<file path="src/hw/rtl/matrix_vector_multiply_macros.svh">
// ----------------------------------------------------------------------------
// matrix_vector_multiply_macros
// Assertion shorthands shared by the matrix-vector multiply RTL.
// ----------------------------------------------------------------------------
`ifndef MATRIX_VECTOR_MULTIPLY_MACROS_SVH
`define MATRIX_VECTOR_MULTIPLY_MACROS_SVH

// same-cycle implication, sampled on clk, off during rst
`define MVM_ASSERT_NOW(label, ante, cons, msg) \
  label: assert property (@(posedge clk) disable iff (rst) (ante) |-> (cons)) \
    else $error(msg);

// next-cycle implication, sampled on clk, off during rst
`define MVM_ASSERT_NEXT(label, ante, cons, msg) \
  label: assert property (@(posedge clk) disable iff (rst) (ante) |=> (cons)) \
    else $error(msg);

`endif

</file>
<file path="src/hw/rtl/mvm_pkg.sv">
// ----------------------------------------------------------------------------
// mvm_pkg
// Shared constants, types and arithmetic helpers for the matrix-vector multiply.
// ----------------------------------------------------------------------------
`default_nettype none

package mvm_pkg;

  // storage limits
  localparam int MAX_COLUMNS = 16;
  localparam int MAX_ROWS    = 16;

  localparam int COL_IDX_W = (MAX_COLUMNS > 1) ? $clog2(MAX_COLUMNS) : 1;
  localparam int ROW_IDX_W = (MAX_ROWS > 1) ? $clog2(MAX_ROWS) : 1;

  // configuration register width and port index width
  localparam int DIM_W     = 5;
  localparam int CFG_IDX_W = 2;

  // register indexes
  localparam logic [CFG_IDX_W-1:0] REG_ROW_COUNT    = CFG_IDX_W'(0);
  localparam logic [CFG_IDX_W-1:0] REG_COLUMN_COUNT = CFG_IDX_W'(1);

  // item modes
  localparam logic MODE_VECTOR = 1'b0;
  localparam logic MODE_MATRIX = 1'b1;

  // result status codes
  localparam logic STATUS_OK      = 1'b0;
  localparam logic STATUS_DIM_ERR = 1'b1;

  // control carried alongside a matrix item through the pipeline
  typedef struct packed {
    logic                 err;
    logic                 clear;
    logic                 last_col;
    logic [ROW_IDX_W-1:0] row_idx;
    logic                 last_row;
  } mvm_tag_t;

  // signed 64-bit add that saturates at the limits
  function automatic logic signed [63:0] sat_add64(input logic signed [63:0] a,
                                                  input logic signed [63:0] b);
    logic signed [64:0] s;
    s = {a[63], a} + {b[63], b};
    if (s[64] != s[63]) begin
      sat_add64 = s[64] ? {1'b1, 63'd0} : {1'b0, {63{1'b1}}};
    end else begin
      sat_add64 = s[63:0];
    end
  endfunction

  // Q32.32 to Q16.16: floor shift by 16, then saturate to 32 bits
  function automatic logic signed [31:0] scale_q16(input logic signed [63:0] acc);
    logic signed [47:0] q;
    q = acc[63:16];
    if ((&q[47:31]) || !(|q[47:31])) begin
      scale_q16 = q[31:0];
    end else begin
      scale_q16 = q[47] ? {1'b1, 31'd0} : {1'b0, {31{1'b1}}};
    end
  endfunction

endpackage

`default_nettype wire

</file>
<file path="src/hw/rtl/mvm_front.sv">
// ----------------------------------------------------------------------------
// mvm_front
// Configuration registers, vector store and row/column tracking; registers
// each accepted matrix item with its vector operand and control tag.
// ----------------------------------------------------------------------------
`default_nettype none

module mvm_front (
  input  wire logic                           clk,
  input  wire logic                           rst,
  input  wire logic                           en,
  input  wire logic                           item_valid,
  input  wire logic                           mode,
  input  wire logic signed [31:0]             operand_value,
  input  wire logic                           cfg_write,
  input  wire logic [mvm_pkg::CFG_IDX_W-1:0]  cfg_index,
  input  wire logic [mvm_pkg::DIM_W-1:0]      cfg_data,
  output logic                                s1_valid,
  output logic signed [31:0]                  s1_x,
  output logic signed [31:0]                  s1_v,
  output mvm_pkg::mvm_tag_t                   s1_tag
);

  logic [mvm_pkg::DIM_W-1:0]     row_count;
  logic [mvm_pkg::DIM_W-1:0]     column_count;
  logic [mvm_pkg::COL_IDX_W-1:0] vector_load_index;
  logic [mvm_pkg::COL_IDX_W-1:0] column_position;
  logic [mvm_pkg::ROW_IDX_W-1:0] row_position;
  logic signed [31:0]            vstore [mvm_pkg::MAX_COLUMNS];

  logic [mvm_pkg::DIM_W-1:0]     rows_eff;
  logic [mvm_pkg::DIM_W-1:0]     cols_eff;
  logic                          accept;
  logic                          dim_err;
  logic [mvm_pkg::COL_IDX_W-1:0] vwr_idx;
  logic [mvm_pkg::DIM_W-1:0]     vwr_inc;
  logic [mvm_pkg::COL_IDX_W-1:0] vector_load_index_next;
  logic                          col_wrap;
  logic [mvm_pkg::COL_IDX_W-1:0] cpos;
  logic [mvm_pkg::ROW_IDX_W-1:0] rpos;
  logic [mvm_pkg::DIM_W-1:0]     cpos_inc;
  logic [mvm_pkg::DIM_W-1:0]     rpos_inc;
  logic                          last_col;
  logic                          last_row;
  logic [mvm_pkg::COL_IDX_W-1:0] column_position_next;
  logic [mvm_pkg::ROW_IDX_W-1:0] row_position_next;

  // dimensions clamped to the storage limits
  always_comb begin
    rows_eff = (row_count > mvm_pkg::DIM_W'(mvm_pkg::MAX_ROWS))
             ? mvm_pkg::DIM_W'(mvm_pkg::MAX_ROWS) : row_count;
    cols_eff = (column_count > mvm_pkg::DIM_W'(mvm_pkg::MAX_COLUMNS))
             ? mvm_pkg::DIM_W'(mvm_pkg::MAX_COLUMNS) : column_count;
  end

  assign accept  = item_valid && en;
  assign dim_err = (rows_eff == '0) || (cols_eff == '0);

  // vector load position
  always_comb begin
    if (cols_eff == '0 || mvm_pkg::DIM_W'(vector_load_index) >= cols_eff) begin
      vwr_idx = '0;
    end else begin
      vwr_idx = vector_load_index;
    end
    vwr_inc = mvm_pkg::DIM_W'(vwr_idx) + mvm_pkg::DIM_W'(1);
    if (cols_eff == '0 || vwr_inc >= cols_eff) begin
      vector_load_index_next = '0;
    end else begin
      vector_load_index_next = vwr_inc[mvm_pkg::COL_IDX_W-1:0];
    end
  end

  // matrix position, wrapping after a dimension change
  always_comb begin
    col_wrap = mvm_pkg::DIM_W'(column_position) >= cols_eff;
    cpos     = col_wrap ? '0 : column_position;
    rpos     = (mvm_pkg::DIM_W'(row_position) >= rows_eff) ? '0 : row_position;
    cpos_inc = mvm_pkg::DIM_W'(cpos) + mvm_pkg::DIM_W'(1);
    rpos_inc = mvm_pkg::DIM_W'(rpos) + mvm_pkg::DIM_W'(1);
    last_col = cpos_inc >= cols_eff;
    last_row = rpos_inc == rows_eff;
    if (last_col) begin
      column_position_next = '0;
      row_position_next    = (rpos_inc >= rows_eff) ? '0 : rpos_inc[mvm_pkg::ROW_IDX_W-1:0];
    end else begin
      column_position_next = cpos_inc[mvm_pkg::COL_IDX_W-1:0];
      row_position_next    = rpos;
    end
  end

  // configuration registers
  always_ff @(posedge clk) begin
    if (rst) begin
      row_count    <= mvm_pkg::DIM_W'(1);
      column_count <= mvm_pkg::DIM_W'(1);
    end else if (cfg_write) begin
      if (cfg_index == mvm_pkg::REG_ROW_COUNT) begin
        row_count <= cfg_data;
      end else if (cfg_index == mvm_pkg::REG_COLUMN_COUNT) begin
        column_count <= cfg_data;
      end
    end
  end

  // position state
  always_ff @(posedge clk) begin
    if (rst) begin
      vector_load_index <= '0;
      column_position   <= '0;
      row_position      <= '0;
    end else if (accept) begin
      if (mode == mvm_pkg::MODE_VECTOR) begin
        vector_load_index <= vector_load_index_next;
      end else if (!dim_err) begin
        column_position <= column_position_next;
        row_position    <= row_position_next;
      end
    end
  end

  // vector store
  always_ff @(posedge clk) begin
    if (accept && mode == mvm_pkg::MODE_VECTOR) begin
      vstore[vwr_idx] <= operand_value;
    end
  end

  // stage 1 valid
  always_ff @(posedge clk) begin
    if (rst) begin
      s1_valid <= 1'b0;
    end else if (en) begin
      s1_valid <= item_valid && (mode == mvm_pkg::MODE_MATRIX);
    end
  end

  // stage 1 payload
  always_ff @(posedge clk) begin
    if (en) begin
      s1_x            <= operand_value;
      s1_v            <= vstore[cpos];
      s1_tag.err      <= dim_err;
      s1_tag.clear    <= col_wrap;
      s1_tag.last_col <= last_col;
      s1_tag.row_idx  <= rpos;
      s1_tag.last_row <= last_row;
    end
  end

endmodule

`default_nettype wire

</file>
<file path="src/hw/rtl/mvm_mac.sv">
// ----------------------------------------------------------------------------
// mvm_mac
// Product register, saturating 64-bit accumulator and result register with
// the pipeline hold that follows the result stall.
// ----------------------------------------------------------------------------
`default_nettype none

`include "matrix_vector_multiply_macros.svh"

module mvm_mac (
  input  wire logic                   clk,
  input  wire logic                   rst,
  input  wire logic                   s1_valid,
  input  wire logic signed [31:0]     s1_x,
  input  wire logic signed [31:0]     s1_v,
  input  wire mvm_pkg::mvm_tag_t      s1_tag,
  input  wire logic                   result_stall,
  output logic                        en,
  output logic                        result_valid,
  output logic signed [31:0]          product_element,
  output logic [3:0]                  row_index,
  output logic                        last_row,
  output logic                        status
);

  logic                s2_valid;
  logic signed [63:0]  s2_prod;
  mvm_pkg::mvm_tag_t   s2_tag;
  logic signed [63:0]  acc;
  logic signed [63:0]  acc_base;
  logic signed [63:0]  acc_sum;
  logic signed [63:0]  prod;

  // pipeline moves unless a finished result is held
  assign en = !(result_valid && result_stall);

  assign prod     = s1_x * s1_v;
  assign acc_base = s2_tag.clear ? '0 : acc;
  assign acc_sum  = mvm_pkg::sat_add64(acc_base, s2_prod);

  // stage 2 valid
  always_ff @(posedge clk) begin
    if (rst) begin
      s2_valid <= 1'b0;
    end else if (en) begin
      s2_valid <= s1_valid;
    end
  end

  // stage 2 product
  always_ff @(posedge clk) begin
    if (en) begin
      s2_prod <= prod;
      s2_tag  <= s1_tag;
    end
  end

  // accumulator
  always_ff @(posedge clk) begin
    if (rst) begin
      acc <= '0;
    end else if (en && s2_valid && !s2_tag.err) begin
      acc <= s2_tag.last_col ? '0 : acc_sum;
    end
  end

  // result valid
  always_ff @(posedge clk) begin
    if (rst) begin
      result_valid <= 1'b0;
    end else if (en) begin
      result_valid <= s2_valid && (s2_tag.err || s2_tag.last_col);
    end
  end

  // result payload
  always_ff @(posedge clk) begin
    if (en) begin
      if (s2_tag.err) begin
        product_element <= '0;
        row_index       <= '0;
        last_row        <= 1'b0;
        status          <= mvm_pkg::STATUS_DIM_ERR;
      end else begin
        product_element <= mvm_pkg::scale_q16(acc_sum);
        row_index       <= 4'(s2_tag.row_idx);
        last_row        <= s2_tag.last_row;
        status          <= mvm_pkg::STATUS_OK;
      end
    end
  end

  // checks
  `MVM_ASSERT_NOW(a_err_fields_zero, result_valid && status == mvm_pkg::STATUS_DIM_ERR, product_element == '0 && row_index == '0 && !last_row, "error result carries nonzero fields")
  `MVM_ASSERT_NEXT(a_hold_keeps_acc, !en, $stable(acc), "accumulator changed during hold")
  `MVM_ASSERT_NEXT(a_row_end_clears, en && s2_valid && !s2_tag.err && s2_tag.last_col, acc == '0, "accumulator not cleared after row")

endmodule

`default_nettype wire

</file>
<file path="src/hw/rtl/matrix_vector_multiply.sv">
// ----------------------------------------------------------------------------
// matrix_vector_multiply
// Streams y = A*x in signed Q16.16 with a saturating 64-bit accumulator.
// ----------------------------------------------------------------------------
// Usage:
//   Input items (mode, operand_value) enter on item_valid / item_stall.
//   Mode 0 items load the stored vector, wrapping after min(column_count, 16)
//   entries; mode 1 items are matrix elements in row-major order.
//   A result item leaves on result_valid / result_stall once per completed
//   row, or once per matrix item when row_count or column_count is zero
//   (status set, other fields zero). Vector items produce no result.
//   The user writes registers (cfg_write/cfg_index/cfg_data) only while the
//   block is idle (unenforced). Index 0 is row_count, index 1 is column_count.
//   After a row's last element is accepted, its result passes the input
//   register, product register and result register.
//   Throughput: one item per cycle unless a stalled result holds the pipeline;
//   the accumulate step closes a loop on the accumulator register.
//   A stalled result freezes the whole pipeline and raises item_stall in the
//   same cycle.
//   Reset clears positions, the accumulator and all valid flags and sets both
//   dimensions to 1; vector entries hold no value until loaded.
// ----------------------------------------------------------------------------
`default_nettype none

module matrix_vector_multiply (
  input  wire logic                           clk,
  input  wire logic                           rst,
  input  wire logic                           item_valid,
  output logic                                item_stall,
  input  wire logic                           mode,
  input  wire logic signed [31:0]             operand_value,
  output logic                                result_valid,
  input  wire logic                           result_stall,
  output logic signed [31:0]                  product_element,
  output logic [3:0]                          row_index,
  output logic                                last_row,
  output logic                                status,
  input  wire logic                           cfg_write,
  input  wire logic [mvm_pkg::CFG_IDX_W-1:0]  cfg_index,
  input  wire logic [mvm_pkg::DIM_W-1:0]      cfg_data
);

  logic               en;
  logic               s1_valid;
  logic signed [31:0] s1_x;
  logic signed [31:0] s1_v;
  mvm_pkg::mvm_tag_t  s1_tag;

  assign item_stall = !en;

  // positions, vector store and input register
  mvm_front u_front (
    .clk           (clk),
    .rst           (rst),
    .en            (en),
    .item_valid    (item_valid),
    .mode          (mode),
    .operand_value (operand_value),
    .cfg_write     (cfg_write),
    .cfg_index     (cfg_index),
    .cfg_data      (cfg_data),
    .s1_valid      (s1_valid),
    .s1_x          (s1_x),
    .s1_v          (s1_v),
    .s1_tag        (s1_tag)
  );

  // multiply, accumulate and result register
  mvm_mac u_mac (
    .clk             (clk),
    .rst             (rst),
    .s1_valid        (s1_valid),
    .s1_x            (s1_x),
    .s1_v            (s1_v),
    .s1_tag          (s1_tag),
    .result_stall    (result_stall),
    .en              (en),
    .result_valid    (result_valid),
    .product_element (product_element),
    .row_index       (row_index),
    .last_row        (last_row),
    .status          (status)
  );

endmodule

`default_nettype wire
</file>
<file path="config.mk">
export PLATFORM = sky130hd
export DESIGN_NAME = matrix_vector_multiply
export DESIGN_NICKNAME = d
export VERILOG_FILES = /design/src/hw/rtl/mvm_pkg.sv /design/src/hw/rtl/mvm_front.sv /design/src/hw/rtl/mvm_mac.sv /design/src/hw/rtl/matrix_vector_multiply.sv
export VERILOG_INCLUDE_DIRS = /design/src /design/src/hw/rtl
export SDC_FILE = /design/constraint.sdc
export NUM_CORES = 2
export LEC_CHECK = 0
export BUFFER_PORTS_ARGS = -buffer_cell sky130_fd_sc_hd__buf_2
export CAP_MARGIN = 20
export CORE_ASPECT_RATIO = 1.2
export CORE_UTILIZATION = 66
export DETAILED_ROUTE_END_ITERATION = 10
export PLACE_DENSITY = 0.83
export SLEW_MARGIN = 20
export SYNTH_ARGS = -nofsm -noshare
export SYNTH_HDL_FRONTEND = slang
export SYNTH_SLANG_ARGS = --single-unit
</file>
<file path="constraint.sdc">
create_clock -name clk -period 9.9 [get_ports clk]
set_input_delay 0.495 -clock clk [delete_from_list [all_inputs] [get_ports clk]]
set_output_delay 0.495 -clock clk [all_outputs]
set_load 0.03 [all_outputs]
</file>
==> metrics.yaml <==
clock_network:
  cts_resized: 0
  max-clock-path-buffers: 3
  cts_tree: "yes"
  cts.htree.levels: 3
  cts_root_buffer: "clkbuf_16"
  clk_pin_slew_ps: 60
  ctsHoldBuffers: 0
  postCtsSetupRepairBufs: 0
  numCtsBuffers: 79
  cts.sinks: 783
  insertion_delay_ps: 680
floorplan:
  die_y_um: 362
  die_area_um2: 109000
  coreArea_um2: 107000
  io_pins: 85
  start_util: 0.667
  num_rows: 131
  die_x_um: 302
route:
  ant_nets: 0
  viasPerCell: 6.08
  drc: 12
  firstDrtPassIters: 11
  drt_iter0_drc: 4678
  vias: 48700
  wl_per_cell_um: 22.4
  drt_wl_total_mm: 179
hold_path:
  hold_path.class: "input pin to register"
  whs_path_depth: 2
  min-delay-start: "cfg_data[0]"
  hold_end: "u_front.row_count[0]$_SDFFE_PP1P_"
layout:
  areaGrowthSynthToFinish_pct: 6.32
  nets: 7954
  regArea_um2: 22600
  drive_above_1_share: 0.0756
  fin_cells: 8002
  fillers: 7304
  multi_input_area_um2: 43500
synthesis:
  synth_cells: 6613
  syn_nets: 8024
  synth-edff-count: 694
  synth_area_leaders: "fa_1, edfxtp_1, inv_1"
  yosys.area.top_type: "fa_1"
  ys_ff_latch: 783
  syn_area_per_cell_um2: 10.8
  synthesis.area_um2: 71100
  synth_flop_cell: "edfxtp_1"
  yosysWarnings: 0
  synthDistinctLibCells: 96
  seq_area_frac_synth: 0.318
  async_flop_share: 0
  synth_top_area_frac: 0.305
sta:
  tightest_slew_ps: 1200
  slew_headroom: 0.197
  period_minus_slack_ps: 9250
  final.setup.tns_ps: 0
  min_period_over_period: 0.934
  finalHoldViolCount: 0
  fmax_mhz: 108
  grt_setup_unrepaired: "no"
  drv_slew: 0
  setup_viol: 0
  skew_ps: 36.8
global_route:
  grt_use_total: 0.340
  grt_start_max_net_pins: 80
  grt_pass1_vias: 52000
  grt_pass1_wl_mm: 285
  grt_antenna_before_repair: 6
  globalRouteOverflowTotal: 0
critical_path:
  critPathMaxStageDelay_ps: 840
  worstPathRequired_ps: 10310
  timing.rr.end: "u_mac.s2_prod[60]$_DFFE_PN_"
  cp_top_family: "adder cells"
  cp_max_fo: 21
  reg2regPathDepth: 30
  rrSetupSlack_ps: 650
  path_class: "register to register"
  cp_data_arrival_time_ps: 9660
  crit_slowest_cell: "edfxtp_1"
  crit_path_start_kind: "register"
  r2r-start: "u_front.s1_v[5]$_DFFE_PN_"
  cp-end-kind: "register"
  path_buf_inv: 8
  cpMostUsedCell: "fa_1"
run_status:
  violations: "design-rule violations"
  outcome: "finished with violations"
place:
  hpwl_mm: 131
  dpl.cell_count: 7852
  io_buffers: 84
  gp_congestion: 0.967
flow_run:
  maxCapViolations: 0
metal layers:
layer  global-route usage  wire length [um]  vias up
met1                0.439             66500    24400
met3               0.0683             17600      564
met4                0.138              7610       10
li1                     -                 -    21100
met5                    0                56        -
met2                0.564             87300     2598
cell families (layout without fill, tap and decap cells):
group,count (synthesis),after routing,synth area share
and+or+nand+nor,2064,2064,0.141
adders and majority gates,1366,1366,0.355
buffers and inverters,1365,1356,0.0735
AOI/OAI and AO/OA,795,795,0.0754
DFF,783,783,0.318
xor gates and xnor gates,132,132,0.0163
muxes,108,108,0.0214
other,0,2,0
cells in the final DEF (no fill, tap or decap), types with 34 or more instances in the layout:
cell type  count
mux2_2        34
a311oi_1      66
o21ai_0      160
clkbuf_16     80
and3_1        44
nor2_1       197
inv_1       1002
o221ai_1      34
a21oi_1      226
xnor2_1       77
nand3_1       94
nand2_1      919
fa_1        1083
ha_1         282
xor2_1        55
buf_4        122
mux2i_1       42
dfxtp_1       87
edfxtp_1     694
a22oi_1       42
nor2b_1      122
a21o_1        78
buf_2         83
and2_1       526
worst register-to-register path, delay by kind of cell, from the launching register on:
kind | cells | cell delay, ps
adder cells (fa/ha/maj) | 9 | 4350
AO/OA/AOI/OAI | 9 | 2220
buffers and inverters | 8 | 880
flip-flops | 1 | 840
AND/OR/NAND/NOR | 3 | 590
XOR/XNOR | 1 | 100
how the worst max path moves through the flow:
stage / cells past startpoint / to / startpoint
final: 30 / u_mac.s2_prod[60]$_DFFE_PN_ / u_front.s1_v[5]$_DFFE_PN_
after global routing: 30 / u_mac.s2_prod[60]$_DFFE_PN_ / u_front.s1_v[5]$_DFFE_PN_
after CTS: 30 / u_mac.s2_prod[60]$_DFFE_PN_ / u_front.s1_v[5]$_DFFE_PN_
after detailed placement: 30 / u_mac.s2_prod[60]$_DFFE_PN_ / u_front.s1_v[5]$_DFFE_PN_
after global placement: 30 / u_mac.s2_prod[60]$_DFFE_PN_ / u_front.s1_v[9]$_DFFE_PN_
after floorplan: 30 / u_mac.s2_prod[63]$_DFFE_PN_ / u_front.s1_x[31]$_DFFE_PN_
synth_stat cells, types with 6 or more instances:
master / number
fa_1: 1083
inv_1: 1003
nand2_1: 920
edfxtp_1: 694
and2_1: 526
clkbuf_1: 323
ha_1: 283
a21oi_1: 226
nor2_1: 215
o21ai_0: 163
nor2b_1: 124
nand3_1: 94
dfxtp_1: 89
a21o_1: 78
xnor2_1: 77
a311oi_1: 66
xor2_1: 55
and3_1: 44
a22oi_1: 42
mux2i_1: 42
mux2_2: 34
o21ai_2: 34
o221ai_1: 34
mux4_2: 32
nand4_1: 31
nor3_1: 27
nand2b_1: 26
o21a_1: 18
buf_1: 17
o21bai_1: 17
a31oi_1: 13
or2_2: 11
o211ai_1: 10
a211oi_1: 9
buf_6: 8
a21oi_2: 6
and4_1: 6
nor4_1: 6
or3_1: 6
layout make-up:
type | instances | area share
clock inverters | 49 | 0.00660
inverters | 1003 | 0.0498
repair buffers | 211 | 0.0191
well taps | 1396 | 0.0231
multi-input cells | 4465 | 0.575
flip-flops and latches | 783 | 0.299
clock buffers | 93 | 0.0271
diodes | 2 | 0.0000662
flip-flops by register name, indices dropped and copies added, names as in the netlist:
| register | cells |
|---|---|
| u_mac.acc | 64 |
| u_mac.s2_prod | 64 |
| u_front.s1_x | 32 |
| u_front.column_count | 5 |
| u_front.column_position | 4 |
| u_mac.product_element | 32 |
| u_mac.last_row | 1 |
| u_front.vstore | 512 |
| u_mac.result_valid | 1 |
| u_mac.s2_tag | 8 |
| u_mac.row_index | 4 |
| u_front.row_position | 4 |
| u_front.s1_valid | 1 |
| u_front.vector_load_index | 4 |
| u_front.s1_tag | 8 |
| u_front.s1_v | 32 |
| u_front.row_count | 5 |
| u_mac.status | 1 |
| u_mac.s2_valid | 1 |
stage by stage:
step	utilization	hold WS, ps	setup slack, ps	cell area (um2)
2_1_floorplan	-	400	1940	71100
3_3_place_gp	0.684	401	930	72900
3_5_place_dp	0.684	405	826	72900
4_1_cts	0.708	50.6	804	75500
5_1_grt	0.710	82.0	257	75600
6_report	0.710	69.6	649	75600
Power is not shown: default switching activity piles up to over one toggle a cycle in this logic, so the estimate is an artifact.
